<file path="src/hdl/sgtb_pkg.sv">
package sgtb_pkg;

    // function codes on the input tuser
    typedef enum logic [1:0] {
        OP_TAP   = 2'd0,
        OP_PIXEL = 2'd1,
        OP_READ  = 2'd2
    } op_t;

    localparam logic [1:0] FUNC_UNUSED = 2'd3;

    // configuration register indexes
    localparam logic [1:0] REG_TILE_WIDTH    = 2'd0;
    localparam logic [1:0] REG_TILE_HEIGHT   = 2'd1;
    localparam logic [1:0] REG_KERNEL_RADIUS = 2'd2;

    localparam int ACC_W = 32;

    // one decoded item between front and back
    typedef struct packed {
        op_t         op;
        logic [5:0]  tap_index;
        logic [15:0] tap_weight;
        logic [23:0] rgb;        // red in the high byte
    } item_t;

    // round half up to integer, saturate to 0..255
    function automatic logic [7:0] finish_channel(input logic [ACC_W-1:0] acc);
        logic [ACC_W:0] v;
        begin
            v = ({1'b0, acc} + (ACC_W+1)'(32'h8000)) >> 16;
            finish_channel = (v > (ACC_W+1)'(255)) ? 8'hff : v[7:0];
        end
    endfunction

endpackage

</file>
<file path="src/hdl/sgtb_fifo.sv">
module sgtb_fifo
    import sgtb_pkg::*;
(
    input  logic  clk,
    input  logic  rst_n,
    input  logic  push,
    input  item_t push_item,
    output logic  full,
    input  logic  pop,
    output logic  not_empty,
    output item_t head
);

    localparam int DEPTH = 4;
    localparam int PW = $clog2(DEPTH);

    item_t         slot_reg [DEPTH];
    logic [PW-1:0] wr_ptr_reg, wr_ptr_next;
    logic [PW-1:0] rd_ptr_reg, rd_ptr_next;
    logic [PW:0]   count_reg, count_next;

    assign full      = (count_reg == (PW+1)'(DEPTH));
    assign not_empty = (count_reg != '0);
    assign head      = slot_reg[rd_ptr_reg];

    always_comb
    begin
        wr_ptr_next = wr_ptr_reg;
        rd_ptr_next = rd_ptr_reg;
        count_next  = count_reg;
        if (push && !full)
        begin
            wr_ptr_next = wr_ptr_reg + 1'b1;
        end
        if (pop && not_empty)
        begin
            rd_ptr_next = rd_ptr_reg + 1'b1;
        end
        if ((push && !full) && !(pop && not_empty))
        begin
            count_next = count_reg + 1'b1;
        end
        else if (!(push && !full) && (pop && not_empty))
        begin
            count_next = count_reg - 1'b1;
        end
    end

    always_ff @(posedge clk or negedge rst_n)
    begin
        if (!rst_n)
        begin
            wr_ptr_reg <= '0;
            rd_ptr_reg <= '0;
            count_reg  <= '0;
        end
        else
        begin
            wr_ptr_reg <= wr_ptr_next;
            rd_ptr_reg <= rd_ptr_next;
            count_reg  <= count_next;
        end
    end

    always_ff @(posedge clk)
    begin
        if (push && !full)
        begin
            slot_reg[wr_ptr_reg] <= push_item;
        end
    end

endmodule

</file>
<file path="config.mk">
export PLATFORM = sky130hd
export DESIGN_NAME = sgtb_fifo
export DESIGN_NICKNAME = d
export VERILOG_FILES = /design/src/hdl/sgtb_pkg.sv /design/src/hdl/sgtb_fifo.sv
export SDC_FILE = /design/constraint.sdc
export NUM_CORES = 1
export LEC_CHECK = 0
export BUFFER_PORTS_ARGS = -buffer_cell sky130_fd_sc_hd__buf_2
export CAP_MARGIN = 25
export CELL_PAD_IN_SITES_DETAIL_PLACEMENT = 1
export CELL_PAD_IN_SITES_GLOBAL_PLACEMENT = 2
export CORE_ASPECT_RATIO = 0.9
export CORE_MARGIN = 2
export CORE_UTILIZATION = 30
export CTS_CLUSTER_DIAMETER = 100
export CTS_CLUSTER_SIZE = 16
export DETAILED_ROUTE_END_ITERATION = 10
export PLACE_DENSITY = 0.65
export SYNTH_ARGS = -nofsm -noshare
export SYNTH_HDL_FRONTEND = slang
export SYNTH_SLANG_ARGS = --single-unit
</file>
<file path="constraint.sdc">
create_clock -name clk -period 5.7 [get_ports clk]
set_clock_uncertainty 0.1 [all_clocks]
set_input_delay 1.14 -clock clk [delete_from_list [all_inputs] [get_ports clk]]
set_output_delay 1.14 -clock clk [all_outputs]
set_load 0.005 [all_outputs]
</file>
* Yosys cells after proc, flatten, opt, wreduce, memory -nomap -nowiden
Memory sizes are Yosys's and may differ from the RTL's.
Index checks and enable logic that the tools add are counted.
** Cells by class
- Mux-type cells :: 4
- Order comparisons :: 0
- Shifts and indexed selects :: 0
- $add $sub $neg :: 4
- Equal/unequal tests :: 1
- Multipliers :: 0
- Reduce and logical (&&, ||, !) cells :: 9
- Divide/modulo/power cells :: 0
- Bitwise operators :: 0
** Operator list (count)
- $mux W3 :: 2
- $add A2 B1 Y2 const B :: 2
- $logic_and A1 B1 Y1 :: 4
- $add A3 B1 Y3 const B :: 1
- $eq A3 B3 Y1 const B :: 1
- $logic_not A1 Y1 :: 3
- $reduce_bool A3 Y1 :: 1
- $sub A3 B1 Y3 const B :: 1
- $mux W1 :: 2
- $reduce_bool A2 Y1 :: 1
** Word-level totals
- Word-level logic and storage cells :: 22
- Memory bits (read-only) :: 0
- Input bits :: 52
- Memories kept :: 1
- Register bits :: 7
- Output and inout bits :: 50
- Bits in writable memories :: 192
- Bits in latches :: 0
** Memories
- slot_reg :: words 4, bits a word 48, read ports 1, clocked after memory_dff 0, wr ports 1, line sgtb_fifo.sv:17 : item_t slot_reg [DEPTH];

* Logic depth before layout (Yosys ltp)
Gate-level depths: netlist (run 1).
- Depth in word-level cells :: 7
- Depth in mapped cells :: 9
- Depth with buffers taken out :: 8

* Least setup slack after synthesis (run 1)
Ideal clock, no wire load.
- Path type :: in2reg
- Start :: in push
- End :: mem slot_reg[0][0] (netlist bit) (enable)
- Buffers on the path :: 1
- Stages :: 3
- Data required time :: 5190 ps
- Library setup time :: 410 ps
- Slack :: 2617 ps
- Arrival :: 2573 ps
- Path through :: nor2b_1 > buf_6 > and2_1
** On the way
- Cells in the longest elaborated chain, start to end :: 3
** Ends and longest elaborated chain
- from (decl) :: line sgtb_fifo.sv:6 : input logic push,
- $logic_and A1 B1 Y1 :: line sgtb_fifo.sv:67 : if (push && !full)
- $mux W1 :: line sgtb_fifo.sv:67
- $mux W1 (implied by the code) :: line sgtb_fifo.sv:69 : slot_reg[wr_ptr_reg] <= push_item;
- to (decl) :: line sgtb_fifo.sv:17
No other way between the ends.

==> results of run 1 <==
-- metal layers --
metal | share of wire [%] | wire length [um] | vias up | track usage, %
li1 | - | - | 1438 | -
met1 | 47 | 6690 | 1738 | 15.91
met2 | 48 | 6915 | 82 | 18.58
met3 | 4.2 | 606 | 5 | 3.470
met4 | 0.59 | 85 | 0 | 2.808
met5 | 0 | 0 | - | 0
-- worst register-to-register path, delay by kind of cell, from the launching register on --
family | cells | cell delay, ps
DFF | 1 | 410
buffers and inverters | 1 | 470
and+or+nand+nor | 3 | 1490
-- cell usage in the layout, fill, tap and decap left out --
master	netlist	layout
mux4_2	48	48
xnor2_1	4	4
dfrtp_2	0	1
or3_1	1	1
ha_1	5	5
clkinvlp_4	0	2
clkinv_4	0	1
buf_4	1	5
mux2_2	1	1
nand2_1	1	1
clkinv_2	0	2
xor2_1	2	2
fa_1	1	1
inv_1	3	3
dfrtp_4	0	1
nor3b_2	1	1
nor2_1	1	1
nor2b_1	1	1
dfrtp_1	7	5
edfxtp_1	192	192
inv_8	0	4
inv_6	0	3
mux2_4	1	1
buf_16	0	1
nand3_1	1	1
clkinv_8	0	2
clkbuf_1	0	1
and2_2	0	4
buf_2	4	101
clkbuf_16	0	17
-- kinds of logic after synthesis --
group | count (synthesis) | share of synthesized area, %
flip-flops | 199 | 80.20
multiplexers | 50 | 14.95
buffers and inverters | 15 | 2.179
AND/OR/NAND/NOR | 10 | 0.8445
XOR/XNOR | 6 | 0.7095
adder cells (fa/ha/maj) | 6 | 1.115
-- final timing paths --
| kind | to | slack [ps] | cells past startpoint |
|---|---|---|---|
| min | count_reg[2]$_DFFE_PN0P_ | 410 | 1 |
| max reg2reg | slot_reg[2][8]$_DFFE_PP_ | 2880 | 4 |
| min in group asynchronous | rd_ptr_reg[0]$_DFFE_PN0P_ | 450 | 1 |
| max in group asynchronous | rd_ptr_reg[0]$_DFFE_PN0P_ | 4860 | 1 |
| max | head[20] | 2160 | 3 |
| min reg2reg | count_reg[2]$_DFFE_PN0P_ | 410 | 1 |
-- power breakdown --
| part | switching (mW) | internal (mW) |
|---|---|---|
| combinational | 0.572 | 0.608 |
| sequential | 0.159 | 1.94 |
| clock | 0.561 | 0.581 |
-- layout make-up --
type	instances	area, um^2	share of cell area [%]
multi-input combinational	72	1310	14.90
clock inverter	14	137.6	1.566
tap	308	385.4	4.384
timing repair buffer	107	570.5	6.491
clock buffer	18	429.2	4.883
inverter	3	11.26	0.1281
sequential	199	5946	67.64
-- per-stage QoR --
step                      setup WS [ps]  cells
final                              2156    721
after global routing               2016    721
after CTS                          2067    721
after detailed placement           2112    689
after global placement             2280    688
after floorplan                    2617    286
-- cell usage after synthesis --
cell      instances  area (um^2)
ha_1              5        62.56
edfxtp_1        192         5766
or3_1             1        6.260
xor2_1            2        17.52
fa_1              1        20.02
inv_1             3        11.26
xnor2_1           4        35.03
nor3b_2           1        12.51
mux2_2            1        11.26
nor2_1            1        3.750
buf_4             1        7.510
buf_12            5        100.1
nand3_1           1        5.000
buf_6             2        22.52
mux2_4            1        15.01
and2_1            4        25.02
nand2_1           1        3.750
dfrtp_1           7        175.2
buf_2             4        20.02
mux4_2           48         1081
nor2b_1           1        6.260
==> impl_results.md, run 1 <==
- Status: finished clean
- Via count: 3263
- Syn_nets: 344
- Netlist cell types: 21
- Initial DRC count: 189
- # clock sinks: 199
- Final core utilization: 36.24%
- Final hold violations: 0
- Clock buffer depth: 2
- Fill cells: 2346
- Vias in the first global route: 3726
- Htree depth: 4
- Placed inst area: 8223 um^2
- RSZ-0062 raised after global routing: no
- Max reg flops: 192
- Pwr Total: 4.419 mW
- I/O pin total: 102
- GR Util All Layers: 11.69%
- N_diodes: 0
- GRT overflow: 0
- Slowest-stage cell, CP: dfrtp_2
- Mean area per synthesized cell: 25.90 um^2
- Setup TNS: 0 ps
- Min Hold Slack: 409.0 ps
- Cts hold-fix bufs: 0
- Initial antenna violation count: 0
- Max-slew violations: 0
- Cts bufs inserted: 17
- Worst Path Arrival: 2300 ps
- Die W: 169.6 um
- Drt pass-1 iters: 4
- CP delay by family, top: flip-flops
- Final min period: 3544 ps
- Area grow syn2layout: 18.67%
- HP Class: flop to flop
- Share of layout cells above drive strength 1: 47.22%
- Post-Route WL: 14.30 mm
- Final worst path period share: 62.17%
- Setup Fix Bufs, Post-CTS: 0
- Crit path required time: 4460 ps
- Synth Register Bits: 199
- Synthesized area: 7407 um^2
- Slew at the pin closest to its max-slew limit: 830.2 ps
- YS warnings: 0
- Cells after Synth: 286
- CTS tree: yes
- First-pass GRT wire length: 22.38 mm
- Avg WL per Cell: 19.83 um
- Critical path class: flop to output pin
- Post-CTS sizing: 0
- Peak supply drop: 0.1937 mV
- Leakage Power: 2.973 nW
- Post-DP HPWL: 8.790 mm
- MaxCap Viol Count: 0
- Hold path startpoint: count_reg[2]$_DFFE_PN0P_
- Worst-Skew Late Latency: 420 ps
- Reg clk slew, reported paths: 70 ps
- Cell breakdown of the critical path: buf_4 > mux4_2 > buf_2
- Via density: 4.526
- Buf/Inv on CP: 2
- IO buf count: 101
- Startpoint types: flop
- CP max stage delay: 800 ps
- Crit-path max FO: 28
- Final net count: 458
- Crit path from: rd_ptr_reg[1]$_DFFE_PN0P_
- Core ar.: 24260 um^2
- Seq/Total Area, Yosys: 80.20%
- Post-route design area: 8790 um^2
- Rows: 54
- Antenna-violating nets left: 0
- CTS root buf: clkbuf_16
- F_max: 282.2 MHz
- PwrDens: 502.7 nW/um^2
- Die area: 25970 um^2
- Gpl congestion: 0.6733
- Final setup viols: 0
- Die height: 153.1 um
- Largest net degree at the start of global routing: 32
- Initial Util: 30.54%
- FF-to-FF Start: count_reg[2]$_DFFE_PN0P_
- Residual DRC: 0
- Slew HR: 44.65%
- CP endpoint kind: output pin
(Power assumes the default switching activity.)
==> inputs of run 2 (changes only) <==
Settings changed: PLACE_DENSITY 0.65 to 0.68.
Clock period 5.7 ns to 3.04 ns, I/O delays scaled along.
==> run 2 against run 1 <==
Against the previous run: global-route usage shrank 0.18 points; worst hold slack worse by 100 ps; combinational power increased by 100%; clock power rose by 100%; utilization up 0.34 points; cell count grew 0.28%; via count up 1.3%; sequential power increased by 80%; highest routed layer unchanged; count of clock-buffer cells in the layout down 1; power up 92%; sequential share of layout area is 0.63 points lower.
==> impl_results.md, run 2 (same netlist as run 1, synthesis figures left out) <==
- Placed inst area: 8263 um^2 (was 8223 um^2)
- Max reg flops: 192 (unchanged)
- Peak supply drop: 0.6224 mV (was 0.1937 mV)
- Post-DP HPWL: 8.303 mm (was 8.790 mm)
- Final core utilization: 36.58% (was 36.24%)
- Slew at the pin closest to its max-slew limit: 490.7 ps (was 830.2 ps)
- Setup Fix Bufs, Post-CTS: 0 (unchanged)
- Post-route design area: 8872 um^2 (was 8790 um^2)
- Crit-path max FO: 50 (was 28)
- Non-Filler Instances: 723 (was 721)
- Via count: 3306 (was 3263)
- Placed cells: 692 (was 689)
- Share of layout cells above drive strength 1: 47.23% (was 47.22%)
- MaxCap Viol Count: 0 (unchanged)
- Worst-Skew Late Latency: 410 ps (was 420 ps)
- Final worst path period share: 88.17%
- Status: finished clean (unchanged)
- Post-CTS sizing: 0 (unchanged)
- Vias in the first global route: 3862 (was 3726)
- Crit path required time: 2330 ps (was 4460 ps)
- Area grow syn2layout: 19.78% (was 18.67%)
- Pre-CTS setup slack: 530.5 ps (was 2112 ps)
- Post-Route WL: 14.07 mm (was 14.30 mm)
- Most frequent cells in the layout: edfxtp_1 (192), buf_2 (101), mux4_2 (48) (unchanged)
- Min Hold Slack: 304.2 ps (was 409.0 ps)
- Startpoint types: flop (unchanged)
- Drt pass-1 iters: 4 (unchanged)
- Pwr Total: 8.462 mW (was 4.419 mW)
- GRT overflow: 0 (unchanged)
- Slowest-stage cell, CP: mux4_2 (was dfrtp_2)
- Final min period: 2680 ps
- # clock sinks: 199 (unchanged)
- Cts bufs inserted: 17 (unchanged)
- Initial antenna violation count: 0 (unchanged)
- CP endpoint kind: output pin (unchanged)
- Max-slew violations: 0 (unchanged)
- Hold Crit Depth: 1 (unchanged)
- Die area: 25970 um^2 (unchanged)
- Largest net degree at the start of global routing: 51 (was 32)
- First-pass GRT wire length: 22.21 mm (was 22.38 mm)
- PwrDens: 953.8 nW/um^2 (was 502.7 nW/um^2)
- Setup TNS: 0 ps (unchanged)
- Initial DRC count: 171 (was 189)
- GR Util All Layers: 11.51% (was 11.69%)
- CTS tree: yes (unchanged)
- Via density: 4.573 (was 4.526)
- Fill cells: 2350 (was 2346)
- Gpl congestion: 0.7227 (was 0.6733)
- Initial Util: 30.54% (unchanged)
- Most common cell after layout, fill and taps aside: edfxtp_1 (unchanged)
- Leakage Power: 3.000 nW (was 2.973 nW)
- Die height: 153.1 um (unchanged)
- CTS root buf: clkbuf_16 (unchanged)
- CP max stage delay: 600 ps (was 800 ps)
- Final setup viols: 0 (unchanged)
- Final hold violations: 0 (unchanged)
- RSZ-0062 raised after global routing: no (unchanged)
- F_max: 373.1 MHz
- HP Class: input port to flop (was flop to flop)
- Htree depth: 4 (unchanged)
- Die W: 169.6 um (unchanged)
- Final net count: 462 (was 458)
- Slew HR: 67.22% (was 44.65%)
- IO buf count: 101 (unchanged)
- Cell breakdown of the critical path: buf_12 > mux4_2 > buf_2 (was buf_4 > mux4_2 > buf_2)
- Final critical-path setup slack: 359.7 ps (was 2156 ps)
- Reg clk slew, reported paths: 70 ps (about the same)
- Rows: 54 (unchanged)
- Core ar.: 24260 um^2 (unchanged)
- Critical path class: flop to output pin (unchanged)
- N_diodes: 0 (unchanged)
- Antenna-violating nets left: 0 (unchanged)
- Reg2reg path depth: 8 (was 4)
- I/O pin total: 102 (unchanged)
- Clock buffer depth: 2 (unchanged)
- Residual DRC: 0 (unchanged)
- Worst Path Arrival: 1970 ps (was 2300 ps)
- Avg WL per Cell: 19.46 um (was 19.83 um)
## run 2: final cells by class
cell class | count | area, um^2 | area share [%]
Clock buffer | 17 | 425.4 | 4.795
Sequential cell | 199 | 5946 | 67.01
Tap cell | 308 | 385.4 | 4.344
Clock inverter | 13 | 173.9 | 1.960
Inverter | 3 | 11.26 | 0.1269
Multi-Input combinational cell | 72 | 1310 | 14.77
Timing Repair Buffer | 111 | 620.6 | 6.995
## run 2: worst paths after layout
path | start | to | slack (ps)
setup / recovery | rd_ptr_reg[0]$_DFFE_PN0P_ | head[24] | 360
hold / removal | push_item[18] | slot_reg[2][18]$_DFFE_PP_ | 300
setup reg to reg | count_reg[2]$_DFFE_PN0P_ | count_reg[2]$_DFFE_PN0P_ | 640
hold reg to reg | count_reg[2]$_DFFE_PN0P_ | count_reg[2]$_DFFE_PN0P_ | 450
max in group asynchronous | rst_n | rd_ptr_reg[0]$_DFFE_PN0P_ | 2200
min in group asynchronous | rst_n | count_reg[0]$_DFFE_PN0P_ | 450
## run 2: critical path, delay by kind of cell (launching register included)
kind / cells / cell delay, ps
buffers and inverters: 2 / 530
multiplexers: 1 / 600
flip-flops: 1 / 420
## run 2: repair_timing
action,4_1_cts,5_1_grt
hold endpoints to repair,7,0
endpoints found under the setup margin,0,0
hold buffers,1,0
## run 2: power breakdown
part	switching (mW)	internal, mW
sequential	0.149	3.63
combinational	1.21	1.17
clock	0.994	1.30
## run 2: metal layers
layer | up-vias | part of all wire [%] | track usage [%] | routed length (um)
met5 | - | 0 | 0 | 0
li1 | 1446 | - | - | -
met4 | 0 | 1.2 | 3.541 | 163
met1 | 1773 | 42 | 14.15 | 5937
met2 | 77 | 52 | 19.83 | 7360
met3 | 10 | 4.3 | 3.133 | 609
==> inputs of run 3 (changes only) <==
--- a/config.mk
+++ b/config.mk
@@ -6,5 +6,5 @@
 export NUM_CORES = 1
 export LEC_CHECK = 0
-export BUFFER_PORTS_ARGS = -buffer_cell sky130_fd_sc_hd__buf_2
+export BUFFER_PORTS_ARGS = -buffer_cell sky130_fd_sc_hd__buf_4
 export CAP_MARGIN = 25
 export CELL_PAD_IN_SITES_DETAIL_PLACEMENT = 1
@@ -12,9 +12,9 @@
 export CORE_ASPECT_RATIO = 0.9
 export CORE_MARGIN = 2
-export CORE_UTILIZATION = 30
+export CORE_UTILIZATION = 40
 export CTS_CLUSTER_DIAMETER = 100
 export CTS_CLUSTER_SIZE = 16
 export DETAILED_ROUTE_END_ITERATION = 10
-export PLACE_DENSITY = 0.68
+export PLACE_DENSITY = 0.83
 export SYNTH_ARGS = -nofsm -noshare
 export SYNTH_HDL_FRONTEND = slang
==> constraint.sdc (replaced) <==
create_clock -name clk -period 3.04 [get_ports clk]
set_clock_uncertainty 0.1 [all_clocks]
set_input_delay 0.76 -clock clk [delete_from_list [all_inputs] [get_ports clk]]
set_output_delay 0.76 -clock clk [all_outputs]
set_load 0.005 [all_outputs]
==> run 3 against run 2 <==
Against the previous run: sequential cell count unchanged; worst setup slack worse by 230 ps; worst hold slack got worse by 280 ps; via count about the same; combinational power is 12% higher; non-clock buffer count grew 4; wire length decreased by 0.90%; count of clock-buffer cells in the layout rose by 1; maximum frequency fell by 7.8%; critical endpoint is now head[21]; largest power group unchanged.
==> impl_results.md, run 3 (same netlist as run 1, synthesis figures left out) <==
- Status: finished clean (unchanged)
- Initial Util: 40.50% (was 30.54%)
- Cts hold-fix bufs: 0 (was 1)
- GR Util All Layers: 15.39% (was 11.51%)
- Drt pass-1 iters: 4 (unchanged)
- Slew HR: 62.21% (was 67.22%)
- Residual DRC: 0 (unchanged)
- Antenna-violating nets left: 0 (unchanged)
- Rows: 47 (was 54)
- MaxCap Viol Count: 0 (unchanged)
- Post-Route WL: 13.94 mm (was 14.07 mm)
- Area of the multi-input gates: 1310 um^2 (unchanged)
- PwrDens: 949.5 nW/um^2 (was 953.8 nW/um^2)
- Cts bufs inserted: 17 (unchanged)
- Most used cell, CP: buf_4
- HP Class: input port to asynchronous set/reset pin (was input port to flop)
- Peak supply drop: 0.4729 mV (was 0.6224 mV)
- Avg WL per Cell: 20.94 um (was 19.46 um)
- Initial DRC count: 226 (was 171)
- Pre-CTS setup slack: 378.1 ps (was 530.5 ps)
- Vias in the first global route: 3838 (was 3862)
- Critical path class: flop to output pin (unchanged)
- CP max stage delay: 590 ps (was 600 ps)
- FF/Latch Area: 5946 um^2 (unchanged)
- Via density: 4.961 (was 4.573)
- Final worst path period share: 95.62% (was 88.17%)
- Final core utilization: 49.79% (was 36.58%)
- Max-slew violations: 0 (unchanged)
- Fill cells: 1646 (was 2350)
- Setup TNS: 0 ps (unchanged)
- GRT overflow: 0 (unchanged)
- Max reg flops: 192 (unchanged)
- CTS tree: yes (unchanged)
- Clock buffer depth: 2 (unchanged)
- Slowest-stage cell, CP: dfrtp_4 (was mux4_2)
- Die area: 19620 um^2 (was 25970 um^2)
- Setup Fix Bufs, Post-CTS: 0 (unchanged)
- Final hold violations: 0 (unchanged)
- RSZ-0062 raised after global routing: no (unchanged)
- F_max: 344.0 MHz (was 373.1 MHz)
- Startpoint types: flop (unchanged)
- Initial antenna violation count: 0 (unchanged)
- Most frequent cells in the layout: edfxtp_1 (192), buf_4 (105), mux4_2 (48) (was edfxtp_1 (192), buf_2 (101), mux4_2 (48))
- Crit-path max FO: 12 (was 50)
- N_diodes: 0 (unchanged)
- Cell breakdown of the critical path: buf_4 > mux4_2 > buf_4 (was buf_12 > mux4_2 > buf_2)
- Worst-Skew Late Latency: 420 ps (was 410 ps)
- Final min period: 2907 ps (was 2680 ps)
- CP delay by family, top: flip-flops (was multiplexers)
- Htree depth: 4 (unchanged)
- CTS root buf: clkbuf_16 (unchanged)
- Post-CTS sizing: 0 (unchanged)
- Worst Path Arrival: 2050 ps (was 1970 ps)
- First-pass GRT wire length: 22.16 mm (was 22.21 mm)
- Die height: 133.1 um (was 153.1 um)
- Reg2reg path depth: 8 (unchanged)
- Logic depth of the worst path, buffers included: 3 (unchanged)
- Crit path required time: 2180 ps (was 2330 ps)
- Leakage Power: 3.122 nW (was 3.000 nW)
- Via count: 3304 (was 3306)
- Buf/Inv on CP: 2 (unchanged)
- Largest net degree at the start of global routing: 42 (was 51)
- Gpl congestion: 0.7499 (was 0.7227)
- Final setup viols: 0 (unchanged)
- Core ar.: 18290 um^2 (was 24260 um^2)
- Pwr Total: 8.647 mW (was 8.462 mW)
- Slew at the pin closest to its max-slew limit: 565.7 ps (was 490.7 ps)
- Most common cell after layout, fill and taps aside: edfxtp_1 (unchanged)
- Share of layout cells above drive strength 1: 47.74% (was 47.23%)
- Die W: 147.4 um (was 169.6 um)
- # clock sinks: 199 (unchanged)
- Reg clk slew, reported paths: 70 ps (about the same)
- Area grow syn2layout: 22.94% (was 19.78%)
- Post-DP HPWL: 9.162 mm (was 8.303 mm)
- Final critical-path setup slack: 133.1 ps (was 359.7 ps)
- Final net count: 466 (was 462)
- CP endpoint kind: output pin (unchanged)
- IO buf count: 101 (unchanged)
- I/O pin total: 102 (unchanged)
[run 3: final timing paths]
path	from	endpoint	slack [ps]
setup / recovery	rd_ptr_reg[0]$_DFFE_PN0P_	head[21]	130
hold / removal	rst_n	rd_ptr_reg[1]$_DFFE_PN0P_	30
setup reg to reg	count_reg[2]$_DFFE_PN0P_	count_reg[2]$_DFFE_PN0P_	700
hold reg to reg	count_reg[2]$_DFFE_PN0P_	count_reg[2]$_DFFE_PN0P_	400
max in group asynchronous	rst_n	rd_ptr_reg[0]$_DFFE_PN0P_	2680
min in group clk	count_reg[2]$_DFFE_PN0P_	count_reg[2]$_DFFE_PN0P_	400
[run 3: through the flow]
stage	instance area, um^2	cells	hold slack, ps
2_1_floorplan	7407	286	345.3
3_3_place_gp	8562	634	369.7
3_5_place_dp	8562	634	380.1
4_1_cts	9106	666	4.087
5_1_grt	9106	666	2.115
6_report	9106	666	25.34
[run 3: layout make-up]
cell class	count	area share (%)
sequential	199	65.29
clock inverter	14	1.264
tap	245	3.366
inverter	3	0.1237
clock buffer	18	4.713
multi-input combinational	72	14.39
timing repair buffer	115	10.85
[run 3: routing by layer]
| layer | wire, um | global-route usage (%) |
|---|---|---|
| met1 | 5977 | 19.88 |
| met2 | 7024 | 24.84 |
| met4 | 142 | 4.594 |
| met5 | 0 | 0 |
| met3 | 800 | 5.445 |
[run 3: power by group]
group	switching, mW	total, mW	internal [mW]
sequential	0.246	3.88	3.63
combinational	1.15	2.67	1.52
clock	1.02	2.10	1.07
total	2.42	8.65	6.22
[run 3: worst reg2reg max path, cell delays in order, from the launching register on]
cell and delay, ps:
dfrtp_1 410, nor3b_2 170, nor2b_1 460, ha_1 290, inv_1 60, fa_1 370, xor2_1 160, nor2_1 110
xor2_1 140
